**src/sv/jsu_pkg.sv**
```systemverilog
`timescale 1ns / 1ps
`default_nettype none

package jsu_pkg;

    localparam logic [1:0] ST_INSIDE    = 2'd0;
    localparam logic [1:0] ST_CLOSED    = 2'd1;
    localparam logic [1:0] ST_MALFORMED = 2'd2;
    localparam logic [1:0] ST_OUTSIDE   = 2'd3;

    localparam int QUEUE_DEPTH = 2;

    typedef struct packed {
        logic [7:0] in_byte;
        logic       end_of_input;
    } jsu_in_t;

    typedef struct packed {
        logic [7:0] data_byte;
        logic       data_valid;
        logic [1:0] status;
        logic       last;
    } jsu_out_t;

    typedef struct packed {
        logic [3:0][7:0] bytes;
        logic [1:0]      nbytes_m1;
        logic            dvalid;
        logic [1:0]      status;
    } jsu_burst_t;

    function automatic logic [4:0] hex_value(input logic [7:0] c);
        logic [4:0] v;
        v = 5'h10;
        if (c >= 8'h30 && c <= 8'h39) v = {1'b0, c[3:0]};
        else if ((c >= 8'h61 && c <= 8'h66) || (c >= 8'h41 && c <= 8'h46))
            v = {1'b0, c[3:0] + 4'd9};
        return v;
    endfunction

    function automatic jsu_burst_t utf8_encode(input logic [20:0] cp);
        jsu_burst_t b;
        b        = '0;
        b.dvalid = 1'b1;
        b.status = ST_INSIDE;
        if (cp <= 21'h7f) begin
            b.bytes[0]  = cp[7:0];
            b.nbytes_m1 = 2'd0;
        end else if (cp <= 21'h7ff) begin
            b.bytes[0]  = {3'b110, cp[10:6]};
            b.bytes[1]  = {2'b10, cp[5:0]};
            b.nbytes_m1 = 2'd1;
        end else if (cp <= 21'hffff) begin
            b.bytes[0]  = {4'b1110, cp[15:12]};
            b.bytes[1]  = {2'b10, cp[11:6]};
            b.bytes[2]  = {2'b10, cp[5:0]};
            b.nbytes_m1 = 2'd2;
        end else begin
            b.bytes[0]  = {5'b11110, cp[20:18]};
            b.bytes[1]  = {2'b10, cp[17:12]};
            b.bytes[2]  = {2'b10, cp[11:6]};
            b.bytes[3]  = {2'b10, cp[5:0]};
            b.nbytes_m1 = 2'd3;
        end
        return b;
    endfunction

endpackage

`default_nettype wire

```
**src/sv/json_string_unescaper_core.sv**
```systemverilog
// An accepted byte is written into a queue entry, then moved into the output register.
// Throughput: while out_ready is high, one byte per cycle while each byte gives one
// result; a byte that decodes to n UTF-8 bytes holds the output until all n have
// left, one result per cycle, set by the single output register; meanwhile the
// two-entry queue takes the bytes that follow until it fills, then stalls the input.
// Reset: rst_n clears the decoder phase, hex count, unit and surrogate, empties the queue.
`timescale 1ns / 1ps
`default_nettype none

module json_string_unescaper_core (
    input  wire                clk,
    input  wire                rst_n,
    input  wire                in_valid,
    output logic               in_ready,
    input  jsu_pkg::jsu_in_t   in_data,
    output logic               out_valid,
    input  wire                out_ready,
    output jsu_pkg::jsu_out_t  out_data
);
    import jsu_pkg::*;

    logic       push_valid, push_ready, q_valid, q_pop;
    jsu_burst_t push_data, q_data;

    jsu_front u_front (
        .clk        (clk),
        .rst_n      (rst_n),
        .in_valid   (in_valid),
        .in_ready   (in_ready),
        .in_data    (in_data),
        .push_valid (push_valid),
        .push_ready (push_ready),
        .push_data  (push_data)
    );

    jsu_queue u_queue (
        .clk        (clk),
        .rst_n      (rst_n),
        .push_valid (push_valid),
        .push_ready (push_ready),
        .push_data  (push_data),
        .pop_valid  (q_valid),
        .pop        (q_pop),
        .pop_data   (q_data)
    );

    jsu_back u_back (
        .clk       (clk),
        .rst_n     (rst_n),
        .q_valid   (q_valid),
        .q_pop     (q_pop),
        .q_data    (q_data),
        .out_valid (out_valid),
        .out_ready (out_ready),
        .out_data  (out_data)
    );

endmodule

`default_nettype wire

```
**src/sv/jsu_front.sv**
```systemverilog
`timescale 1ns / 1ps
`default_nettype none

module jsu_front (
    input  wire                 clk,
    input  wire                 rst_n,
    input  wire                 in_valid,
    output logic                in_ready,
    input  jsu_pkg::jsu_in_t    in_data,
    output logic                push_valid,
    input  wire                 push_ready,
    output jsu_pkg::jsu_burst_t push_data
);
    import jsu_pkg::*;

    localparam logic [2:0] PH_IDLE    = 3'd0;
    localparam logic [2:0] PH_STR     = 3'd1;
    localparam logic [2:0] PH_ESC     = 3'd2;
    localparam logic [2:0] PH_HEX1    = 3'd3;
    localparam logic [2:0] PH_WANT_BS = 3'd4;
    localparam logic [2:0] PH_WANT_U  = 3'd5;
    localparam logic [2:0] PH_HEX2    = 3'd6;

    logic [2:0]  phase_reg, phase_next;
    logic [1:0]  cnt_reg, cnt_next;
    logic [15:0] acc_reg, acc_next;
    logic [9:0]  hs_reg, hs_next;

    logic [7:0]  c;
    logic [4:0]  hv;
    logic [15:0] unit;
    logic        done;
    logic        accept;
    jsu_burst_t  res;

    assign in_ready   = push_ready;
    assign push_valid = in_valid;
    assign push_data  = res;
    assign accept     = in_valid && push_ready;

    assign c    = in_data.in_byte;
    assign hv   = hex_value(c);
    assign unit = {acc_reg[11:0], hv[3:0]};
    assign done = (cnt_reg == 2'd3);

    always_comb
    begin
        phase_next = phase_reg;
        cnt_next   = cnt_reg;
        acc_next   = acc_reg;
        hs_next    = hs_reg;
        res        = '0;
        res.status = ST_INSIDE;
        if (in_data.end_of_input) begin
            if (phase_reg == PH_IDLE || phase_reg > PH_HEX2) begin
                phase_next = PH_IDLE;
                res.status = ST_OUTSIDE;
            end else begin
                phase_next = PH_IDLE;
                cnt_next   = '0;
                acc_next   = '0;
                hs_next    = '0;
                res.status = ST_MALFORMED;
            end
        end else begin
            unique case (phase_reg) inside
                PH_STR:
                begin
                    if (c == 8'h22) begin
                        phase_next = PH_IDLE;
                        cnt_next   = '0;
                        acc_next   = '0;
                        hs_next    = '0;
                        res.status = ST_CLOSED;
                    end else if (c < 8'h20) begin
                        res.status = ST_MALFORMED;
                    end else if (c == 8'h5c) begin
                        phase_next = PH_ESC;
                    end else begin
                        res.bytes[0] = c;
                        res.dvalid   = 1'b1;
                    end
                end
                PH_ESC:
                begin
                    phase_next = PH_STR;
                    res.dvalid = 1'b1;
                    unique case (c) inside
                        8'h22, 8'h5c, 8'h2f: res.bytes[0] = c;
                        8'h62:               res.bytes[0] = 8'h08;
                        8'h66:               res.bytes[0] = 8'h0c;
                        8'h6e:               res.bytes[0] = 8'h0a;
                        8'h72:               res.bytes[0] = 8'h0d;
                        8'h74:               res.bytes[0] = 8'h09;
                        8'h75:
                        begin
                            phase_next = PH_HEX1;
                            cnt_next   = '0;
                            acc_next   = '0;
                            res.dvalid = 1'b0;
                        end
                        default:
                        begin
                            res.dvalid = 1'b0;
                            res.status = ST_MALFORMED;
                        end
                    endcase
                end
                PH_HEX1, PH_HEX2:
                begin
                    if (hv[4]) begin
                        res.status = ST_MALFORMED;
                    end else begin
                        acc_next = unit;
                        cnt_next = cnt_reg + 2'd1;
                        if (done) begin
                            if (phase_reg == PH_HEX1) begin
                                if (unit >= 16'hd800 && unit <= 16'hdbff) begin
                                    hs_next    = unit[9:0];
                                    phase_next = PH_WANT_BS;
                                end else if (unit >= 16'hdc00) begin
                                    if (unit <= 16'hdfff) res.status = ST_MALFORMED;
                                    else begin
                                        phase_next = PH_STR;
                                        res        = utf8_encode({5'd0, unit});
                                    end
                                end else begin
                                    phase_next = PH_STR;
                                    res        = utf8_encode({5'd0, unit});
                                end
                            end else begin
                                if (unit >= 16'hdc00 && unit <= 16'hdfff) begin
                                    phase_next = PH_STR;
                                    res = utf8_encode(21'h10000 + {1'b0, hs_reg, unit[9:0]});
                                end else begin
                                    res.status = ST_MALFORMED;
                                end
                            end
                        end
                    end
                end
                PH_WANT_BS:
                begin
                    if (c == 8'h5c) phase_next = PH_WANT_U;
                    else res.status = ST_MALFORMED;
                end
                PH_WANT_U:
                begin
                    if (c == 8'h75) begin
                        phase_next = PH_HEX2;
                        cnt_next   = '0;
                        acc_next   = '0;
                    end else begin
                        res.status = ST_MALFORMED;
                    end
                end
                default:
                begin
                    if (c == 8'h22) begin
                        phase_next = PH_STR;
                        cnt_next   = '0;
                        acc_next   = '0;
                        hs_next    = '0;
                    end else begin
                        phase_next = PH_IDLE;
                        res.status = ST_OUTSIDE;
                    end
                end
            endcase
            if (res.status == ST_MALFORMED) begin
                phase_next = PH_IDLE;
                cnt_next   = '0;
                acc_next   = '0;
                hs_next    = '0;
            end
        end
    end

    always_ff @(posedge clk or negedge rst_n)
    begin
        if (!rst_n) begin
            phase_reg <= PH_IDLE;
            cnt_reg   <= '0;
            acc_reg   <= '0;
            hs_reg    <= '0;
        end else if (accept) begin
            phase_reg <= phase_next;
            cnt_reg   <= cnt_next;
            acc_reg   <= acc_next;
            hs_reg    <= hs_next;
        end
    end

endmodule

`default_nettype wire

```
**src/sv/jsu_queue.sv**
```systemverilog
`timescale 1ns / 1ps
`default_nettype none

module jsu_queue (
    input  wire                 clk,
    input  wire                 rst_n,
    input  wire                 push_valid,
    output logic                push_ready,
    input  jsu_pkg::jsu_burst_t push_data,
    output logic                pop_valid,
    input  wire                 pop,
    output jsu_pkg::jsu_burst_t pop_data
);
    import jsu_pkg::*;

    localparam int PW = $clog2(QUEUE_DEPTH);
    localparam int CW = $clog2(QUEUE_DEPTH + 1);

    jsu_burst_t        mem [QUEUE_DEPTH];
    logic [PW-1:0]     wr_ptr_reg, rd_ptr_reg;
    logic [CW-1:0]     count_reg, count_next;
    logic              do_push, do_pop;

    assign push_ready = (count_reg != CW'(QUEUE_DEPTH));
    assign pop_valid  = (count_reg != '0);
    assign pop_data   = mem[rd_ptr_reg];
    assign do_push    = push_valid && push_ready;
    assign do_pop     = pop && pop_valid;

    always_comb
    begin
        count_next = count_reg;
        if (do_push && !do_pop) count_next = count_reg + CW'(1);
        else if (do_pop && !do_push) count_next = count_reg - CW'(1);
    end

    always_ff @(posedge clk)
    begin
        if (do_push) mem[wr_ptr_reg] <= push_data;
    end

    always_ff @(posedge clk or negedge rst_n)
    begin
        if (!rst_n) begin
            wr_ptr_reg <= '0;
            rd_ptr_reg <= '0;
            count_reg  <= '0;
        end else begin
            count_reg <= count_next;
            if (do_push) begin
                wr_ptr_reg <= (wr_ptr_reg == PW'(QUEUE_DEPTH - 1)) ? '0 : wr_ptr_reg + PW'(1);
            end
            if (do_pop) begin
                rd_ptr_reg <= (rd_ptr_reg == PW'(QUEUE_DEPTH - 1)) ? '0 : rd_ptr_reg + PW'(1);
            end
        end
    end

endmodule

`default_nettype wire

```
**src/sv/jsu_back.sv**
```systemverilog
`timescale 1ns / 1ps
`default_nettype none

module jsu_back (
    input  wire                 clk,
    input  wire                 rst_n,
    input  wire                 q_valid,
    output logic                q_pop,
    input  jsu_pkg::jsu_burst_t q_data,
    output logic                out_valid,
    input  wire                 out_ready,
    output jsu_pkg::jsu_out_t   out_data
);
    import jsu_pkg::*;

    logic       out_valid_reg;
    jsu_out_t   out_reg, out_next;
    logic [1:0] idx_reg;
    logic       load, take, at_end;

    assign load      = !out_valid_reg || out_ready;
    assign take      = load && q_valid;
    assign at_end    = (idx_reg == q_data.nbytes_m1);
    assign q_pop     = take && at_end;
    assign out_valid = out_valid_reg;
    assign out_data  = out_reg;

    always_comb
    begin
        out_next.data_byte  = q_data.bytes[idx_reg];
        out_next.data_valid = q_data.dvalid;
        out_next.status     = q_data.status;
        out_next.last       = at_end;
    end

    always_ff @(posedge clk)
    begin
        if (take) out_reg <= out_next;
    end

    always_ff @(posedge clk or negedge rst_n)
    begin
        if (!rst_n) begin
            out_valid_reg <= 1'b0;
            idx_reg       <= '0;
        end else begin
            if (load) out_valid_reg <= q_valid;
            if (take) idx_reg <= at_end ? 2'd0 : idx_reg + 2'd1;
        end
    end

endmodule

`default_nettype wire
```
**config.mk**
```make
export PLATFORM = sky130hd
export DESIGN_NAME = json_string_unescaper_core
export DESIGN_NICKNAME = d
export VERILOG_FILES = /design/src/sv/jsu_pkg.sv /design/src/sv/json_string_unescaper_core.sv /design/src/sv/jsu_front.sv /design/src/sv/jsu_queue.sv /design/src/sv/jsu_back.sv
export SDC_FILE = /design/constraint.sdc
export NUM_CORES = 1
export LEC_CHECK = 0
export ABC_AREA = 1
export BUFFER_PORTS_ARGS = -buffer_cell sky130_fd_sc_hd__buf_2
export CORE_UTILIZATION = 30
export CTS_CLUSTER_DIAMETER = 60
export CTS_CLUSTER_SIZE = 16
export DETAILED_ROUTE_END_ITERATION = 10
export PLACE_DENSITY_LB_ADDON = 0.12
export SYNTH_ARGS = -nofsm -noshare
export SYNTH_HDL_FRONTEND = slang
export SYNTH_HIERARCHICAL = 1
export SYNTH_SLANG_ARGS = --single-unit
```
**constraint.sdc**
```tcl
create_clock -name clk -period 3.8 [get_ports clk]
set_input_delay 0 -clock clk [delete_from_list [all_inputs] [get_ports clk]]
set_output_delay 0 -clock clk [all_outputs]
set_load 0.05 [all_outputs]
```
==> summary.md, run 1 <==
| Metric | Value |
|---|---|
| Outcome | completed |
| Pwr per Cell Area | 670.2 mW/mm^2 |
| Commonest non-fill, non-tap cell in the layout | nand2_1 |
| CTS buffer count | 17 |
| Worst hold path endpoint | u_queue/mem[1][10] |
| #FFs+latches synth | 120 |
| P_sw | 2.189 mW |
| FF-to-FF setup slack | 720 ps |
| Worst EP required | 4130 ps |
| HP Start | in_data[6] |
| Final number of setup-violating endpoints | 0 |
| Largest delay share family, worst path | simple AND/OR/NAND/NOR gates |
| Final net count | 921 |
| Async set or reset register ratio after synthesis | 28.33% |
| Crit-path cells | inv_2 -> nand2_2 -> nor2_8 -> inv_2 -> o2111ai_1 -> nand3_2 -> nor2_4 -> nand2_2 -> inv_2 -> o21ai_1 -> nand3_1 -> nand2_1 -> o21ai_1 |
| Crit end category | register |
| H-tree depth | 4 |
| DRC violation total after the first TritonRoute iteration | 435 |
| Post-Synthesis Cells | 876 |
| Clk sink count | 120 |
| Measured slew at the worst slew-check pin | 841.9 ps |
| Post-DP HPWL | 14.95 mm |
| Fin crit share | 80.96% |
| Final Hold Viols | 0 |
| Total GRT Usage | 17.81% |
| Setup Skew | 10.72 ps |
| Cell variety after synth | 48 |
| Avg Cell Area, Syn | 8.260 sq um |
| Max VDD drop | 330.3 uV |
| Crit path buffers/inverters | 3 |
| Chip height | 157.3 um |
| DP Area | 0.007577 sq mm |
| Reg2reg start | u_front/phase_reg[2] |
| Clock network fraction of design power | 30.7% |
| Hold Path Depth | 3 |
| Total of max-cap violations | 0 |
| Final Max Slew Viols | 0 |
| Final Wtd Congestion | 0.8755 |
| Hold Slack | 111.6 ps |
| First-pass DRT Iterations | 6 |
| Crit path kind | reg -> reg |
| CTS resizes | 0 |
| CTS tree | built |
| Commonest cells after routing, fill and taps aside | nand2_1 (257), edfxtp_1 (86), nor2_1 (80) |
| Vias/cell | 4.823 |
| Flop pwr share | 34.9% |
| Layout Cell Area excl Fill | 0.008213 sq mm |
| Die Span X | 157.3 um |
| Detailed-route DRC error count | 0 |
| Slew HR | 43.87% |
| Clk slew on worst S/H paths | 60 ps |
| First-pass GRT wire length | 32.88 mm |
| Final WL | 20.85 mm |
| Reg2reg end | u_front/hs_reg[1] |
| Critical path's most frequent cell | inv_2 |
| CTS max path bufs | 2 |
| Worst reg2reg path depth | 13 |
| Yosys top cell area share | 35.69% |
| Full die area | 0.02474 sq mm |
| # IOs | 27 |
| Top_reg_cell synth | edfxtp_1 |
| Hold buffer count at cts | 2 |
| Starting Density | 30.73% |
| Clock Root Buffer | clkbuf_16 |
| Share of cells above drive strength 1 | 17.96% |
| Pint | 3.316 mW |
| Setup TNS | 0 ps |
| Synth Warn # | 6 |
| Cell area after synthesis | 0.007236 sq mm |
| Port buffer count | 26 |
| Worst hold path type | in -> reg |
| Diode count | 0 |
| FP Rows | 56 |
| CP Max Fanout | 28 |
| Final min period | 3077 ps |
| Area growth syn-to-layout | 13.51% |
| Avg WL per Cell | 16.92 um |
| Vias in the first global route | 5743 |
| Dominant cells by area after synthesis | edfxtp_1 (36%), nand2_1 (13%), dfrtp_1 (12%) |
| Fmax | 0.3250 GHz |
| Via count | 5942 |
| Seq/Total Area, Yosys | 47.45% |
| Combinational group share of total power | 34.3% |
| RSZ-0062 raised after global routing | no |
| Largest net degree at the start of global routing | 39 |
| Fillers | 2502 |
| Initial antenna violation count | 0 |
| Max FFs per register | 74 |
| WP data arrival | 3400 ps |
| Yosys top cell by area | edfxtp_1 |
| Crit path largest cell delay | 520 ps |
| Post-synth EDFFs | 86 |
| Leakage | 3.487 nW |
| Crit path launch type | register |
| Crit path launch | u_front/phase_reg[2] |
| Grt ovf | 0 |
| Clk_lat worst skew | 420 ps |
| DRT antenna net count | 0 |
| Slowest cell on the critical path | nand3_1 |
| Sw frac | 39.76% |
| Core footprint | 0.02354 sq mm |
| Post-CTS setup buffer count | 0 |
## worst reg2reg max path, cell delays in order, from the launching register on
cell and delay [ps]:
dfrtp_1 430, inv_2 100, nand2_2 110, nor2_8 340, inv_2 270, o2111ai_1 290, nand3_2 150, nor2_4 170
nand2_2 110, inv_2 180, o21ai_1 100, nand3_1 520, nand2_1 120, o21ai_1 100
## logic make-up (layout without fill, tap and decap cells)
kind of cell / after synthesis / after routing / share of synthesized area (%)
muxes: 1 / 1 / 0.1383
adders and majority gates: 8 / 8 / 1.383
AOI/OAI and AO/OA: 138 / 138 / 11.67
xor gates and xnor gates: 7 / 7 / 0.8473
DFF: 120 / 120 / 47.45
and+or+nand+nor: 467 / 467 / 29.38
other: 1 / 3 / 0.05183
buffers and inverters: 134 / 169 / 9.078
## Yosys cell counts, types with 20 or more instances
cell type / n
nand2_1: 257
edfxtp_1: 86
nor2_1: 82
inv_1: 74
nand3_1: 40
o21ai_0: 37
a21oi_1: 35
dfrtp_1: 34
nand2_2: 23
inv_2: 21
nand4_1: 20
## worst max-delay path by stage
stage                         to  slack [ps]  cells past startpoint
2_1_floorplan  u_queue/mem[0][0]        1160                      4
3_3_place_gp   u_front/hs_reg[7]         850                     13
3_5_place_dp   u_front/hs_reg[6]         770                     13
4_1_cts        u_front/hs_reg[6]         740                     13
5_1_grt        u_front/hs_reg[0]         410                     13
6_report       u_front/hs_reg[1]         720                     13
## final cells by class
| cell class | instances | area (sq um) | share of cell area [%] |
|---|---|---|---|
| Clock inverter | 15 | 190.2 | 2.316 |
| Inverter | 99 | 371.6 | 4.525 |
| Multi-Input combinational cell | 624 | 3168 | 38.57 |
| Tap cell | 319 | 399.1 | 4.860 |
| Sequential cell | 120 | 3433 | 41.80 |
| Clock buffer | 17 | 425.4 | 5.180 |
| Timing Repair Buffer | 38 | 225.2 | 2.742 |
## metal layers
metal  routed length, um  share of wire, %  track usage, %
met1               10100                48           24.51
met2                9641                46           27.86
met3                 754               3.6           3.552
met4                 349               1.7           5.779
met5                   0                 0               0
## per-stage QoR
stage	cells	total power, mW	utilization [%]	setup slack (ps)
after CTS	1232	5.581	34.89	739.7
after floorplan	878	3.436	-	1159
after global routing	1232	5.867	34.89	411.1
after global placement	1198	3.870	32.19	854.9
after detailed placement	1198	3.865	32.19	771.7
final	1232	5.504	34.89	723.4
## power by group through the flow
| stage | Sequential (mW) | Clock, mW | Combinational (mW) |
|---|---|---|---|
| after floorplan | 2.18 | 0 | 1.25 |
| after global placement | 1.95 | 0 | 1.92 |
| after detailed placement | 1.95 | 0 | 1.91 |
| after CTS | 1.93 | 1.74 | 1.92 |
| after global routing | 1.96 | 1.79 | 2.11 |
| final | 1.92 | 1.69 | 1.89 |
Note: power is estimated with default switching activity, not from simulation.
==> run 2, diff against run 1 <==
clock period = 2.9 ns   (was 3.8 ns; I/O delays follow)
==> summary.md, run 2 (synthesis results as in run 1) <==
| Metric | Value |
|---|---|
| Outcome | completed |
| Worst reg2reg path depth | 15 (+2) |
| Crit path buffers/inverters | 3 (unchanged) |
| Avg WL per Cell | 16.69 um (-1.4%) |
| Chip height | 157.3 um (unchanged) |
| Hold Slack | 68.30 ps (-43.29 ps) |
| Grt ovf | 0 (unchanged) |
| Max FFs per register | 74 (unchanged) |
| CTS buffer count | 17 (unchanged) |
| Measured slew at the worst slew-check pin | 839.9 ps (-2.062 ps) |
| Slew HR | 44.01% (+0.14 points) |
| Pwr per Cell Area | 862.2 mW/mm^2 (+29%) |
| Reg2reg start | u_front/hs_reg[6] |
| Commonest non-fill, non-tap cell in the layout | nand2_1 |
| Largest net degree at the start of global routing | 38 (-2.6%) |
| Inst Count DP | 1205 (+0.58%) |
| Final Hold Viols | 0 (unchanged) |
| Die Span X | 157.3 um (unchanged) |
| WP data arrival | 2800 ps (-600 ps) |
| Worst hold path type | in -> reg |
| Vias in the first global route | 5676 (-1.2%) |
| Crit end category | register |
| H-tree depth | 4 (unchanged) |
| Clk slew on worst S/H paths | 60 ps (about the same) |
| Slowest cell on the critical path | dfrtp_2 |
| Final net count | 928 (+0.76%) |
| Final WL | 20.68 mm (-0.80%) |
| Clock Root Buffer | clkbuf_16 |
| Via count | 5960 (+0.30%) |
| Critical path's most frequent cell | nand2_1 |
| Final number of setup-violating endpoints | 0 (unchanged) |
| Diode count | 0 (unchanged) |
| Layout Cell Area excl Fill | 0.008229 sq mm (+0.20%) |
| First-pass GRT wire length | 32.34 mm (-1.6%) |
| Core Util, Final | 34.95% (+0.069 points) |
| Storage cell area | 0.003435 sq mm (about the same) |
| Share of cells above drive strength 1 | 18.80% (+0.84 points) |
| Vias/cell | 4.810 (-0.26%) |
| Fmax | 0.3770 GHz (+16%) |
| Starting Density | 30.73% (unchanged) |
| CTS tree | built |
| Worst hold path endpoint | u_queue/mem[1][9] |
| Multi-input combinational cell area | 0.003172 sq mm (+0.12%) |
| Worst EP required | 3050 ps (-1080 ps) |
| Reg2reg end | u_queue/mem[1][7] |
| Crit path launch type | register |
| Port buffer count | 26 (unchanged) |
| Total of max-cap violations | 0 (unchanged) |
| Detailed-route DRC error count | 0 (unchanged) |
| Crit path kind | reg -> reg |
| Largest delay share family, worst path | simple AND/OR/NAND/NOR gates |
| Fin crit share | 91.46% (+10 points) |
| HP Start | in_data[5] |
| DP Area | 0.007630 sq mm (+0.69%) |
| Hold Path Depth | 3 (unchanged) |
| Layout Cells excl Fill | 1239 (+0.57%) |
| Total power | 7.096 mW (+29%) |
| CTS max path bufs | 2 (unchanged) |
| Total GRT Usage | 17.58% (-0.23 points) |
| FP Rows | 56 (unchanged) |
| FF-to-FF setup slack | 250 ps (-480 ps) |
| Crit path largest cell delay | 460 ps (-60 ps) |
| Post-CTS setup buffer count | 0 (unchanged) |
| Final min period | 2652 ps (-424.3 ps) |
| Pre-CTS setup slack | 179.0 ps (-592.6 ps) |
| Post-route setup slack | 247.8 ps (-475.7 ps) |
| Core footprint | 0.02354 sq mm (unchanged) |
| Leakage | 3.499 nW (+0.33%) |
| RSZ-0062 raised after global routing | yes |
| # IOs | 27 (unchanged) |
| DRC violation total after the first TritonRoute iteration | 569 (+31%) |
| Crit-path cells | ha_1 -> xor2_1 -> inv_1 -> nand4_1 -> inv_1 -> nand2_1 -> nand4_2 -> nand2_4 -> inv_2 -> nor2_4 -> nand2_1 -> nand3_1 -> nand2_1 -> nand2_1 -> a21oi_1 |
| First-pass DRT Iterations | 6 (unchanged) |
| Initial antenna violation count | 0 (unchanged) |
| Commonest cells after routing, fill and taps aside | nand2_1 (257), edfxtp_1 (86), nor2_1 (80) |
| CP Max Fanout | 15 (-46%) |
| Clk_lat worst skew | 430 ps (about the same) |
| Area growth syn-to-layout | 13.73% |
| Final Max Slew Viols | 0 (unchanged) |
| Fillers | 2507 (+0.20%) |
| Setup Skew | 11.27 ps (+0.5475 ps) |
| Post-DP HPWL | 15.00 mm (+0.32%) |
| DRT antenna net count | 0 (unchanged) |
| Final Wtd Congestion | 0.9106 (+4.0%) |
| Max VDD drop | 390.5 uV (+18%) |
| Full die area | 0.02474 sq mm (unchanged) |
| Setup TNS | 0 ps (unchanged) |
| Clk sink count | 120 (unchanged) |
==> run 2: cell count changes in the layout (fill, tap and decap cells not counted), sizes merged <==
cell and delta:
clkinv -1, buf +7, bufinv -3, inv +4
==> run 2: layout make-up <==
cell class,count,area share [%]
Multi-Input combinational cell,624,38.54
Sequential cell,120,41.74
Clock inverter,15,1.809
Clock buffer,17,5.170
Inverter,99,4.516
Timing Repair Buffer,45,3.375
Tap cell,319,4.850
==> run 2: worst min-delay path, delay by kind of cell <==
family,cells,cell delay [ps]
buffers and inverters,1,140
AO/OA/AOI/OAI,2,170
==> run 2: what timing repair did <==
item	CTS	global route
endpoints found under the hold margin	35	0
hold buffers	2	0
gates resized for setup	0	2
setup endpoints to repair	0	17
==> run 2: how the worst max path moves through the flow <==
stage                              start                  to  cells after the start
global route           u_front/hs_reg[6]  u_queue/mem[1][32]                     12
global placement              in_data[1]   u_queue/mem[0][7]                     17
finish                 u_front/hs_reg[6]   u_queue/mem[1][7]                     15
detailed placement            in_data[1]  u_queue/mem[1][32]                     14
floorplan           u_queue/count_reg[0]   u_queue/mem[0][0]                      4
CTS                    u_front/hs_reg[6]  u_queue/mem[1][32]                     11
==> run 2: where the power goes <==
part / switching (mW) / total [mW] / internal [mW]
Combinational: 1.89 / 2.53 / 0.643
Clock: 0.916 / 2.06 / 1.14
Sequential: 0.139 / 2.50 / 2.37
Total: 2.95 / 7.10 / 4.15
==> run 2: metal layers <==
| layer | GRT usage (%) | routed length [um] | up-vias |
|---|---|---|---|
| li1 | - | - | 2974 |
| met1 | 24.22 | 9880 | 2803 |
| met2 | 27.54 | 9443 | 158 |
| met3 | 3.717 | 1028 | 25 |
| met4 | 5.224 | 328 | 0 |
| met5 | 0 | 0 | - |
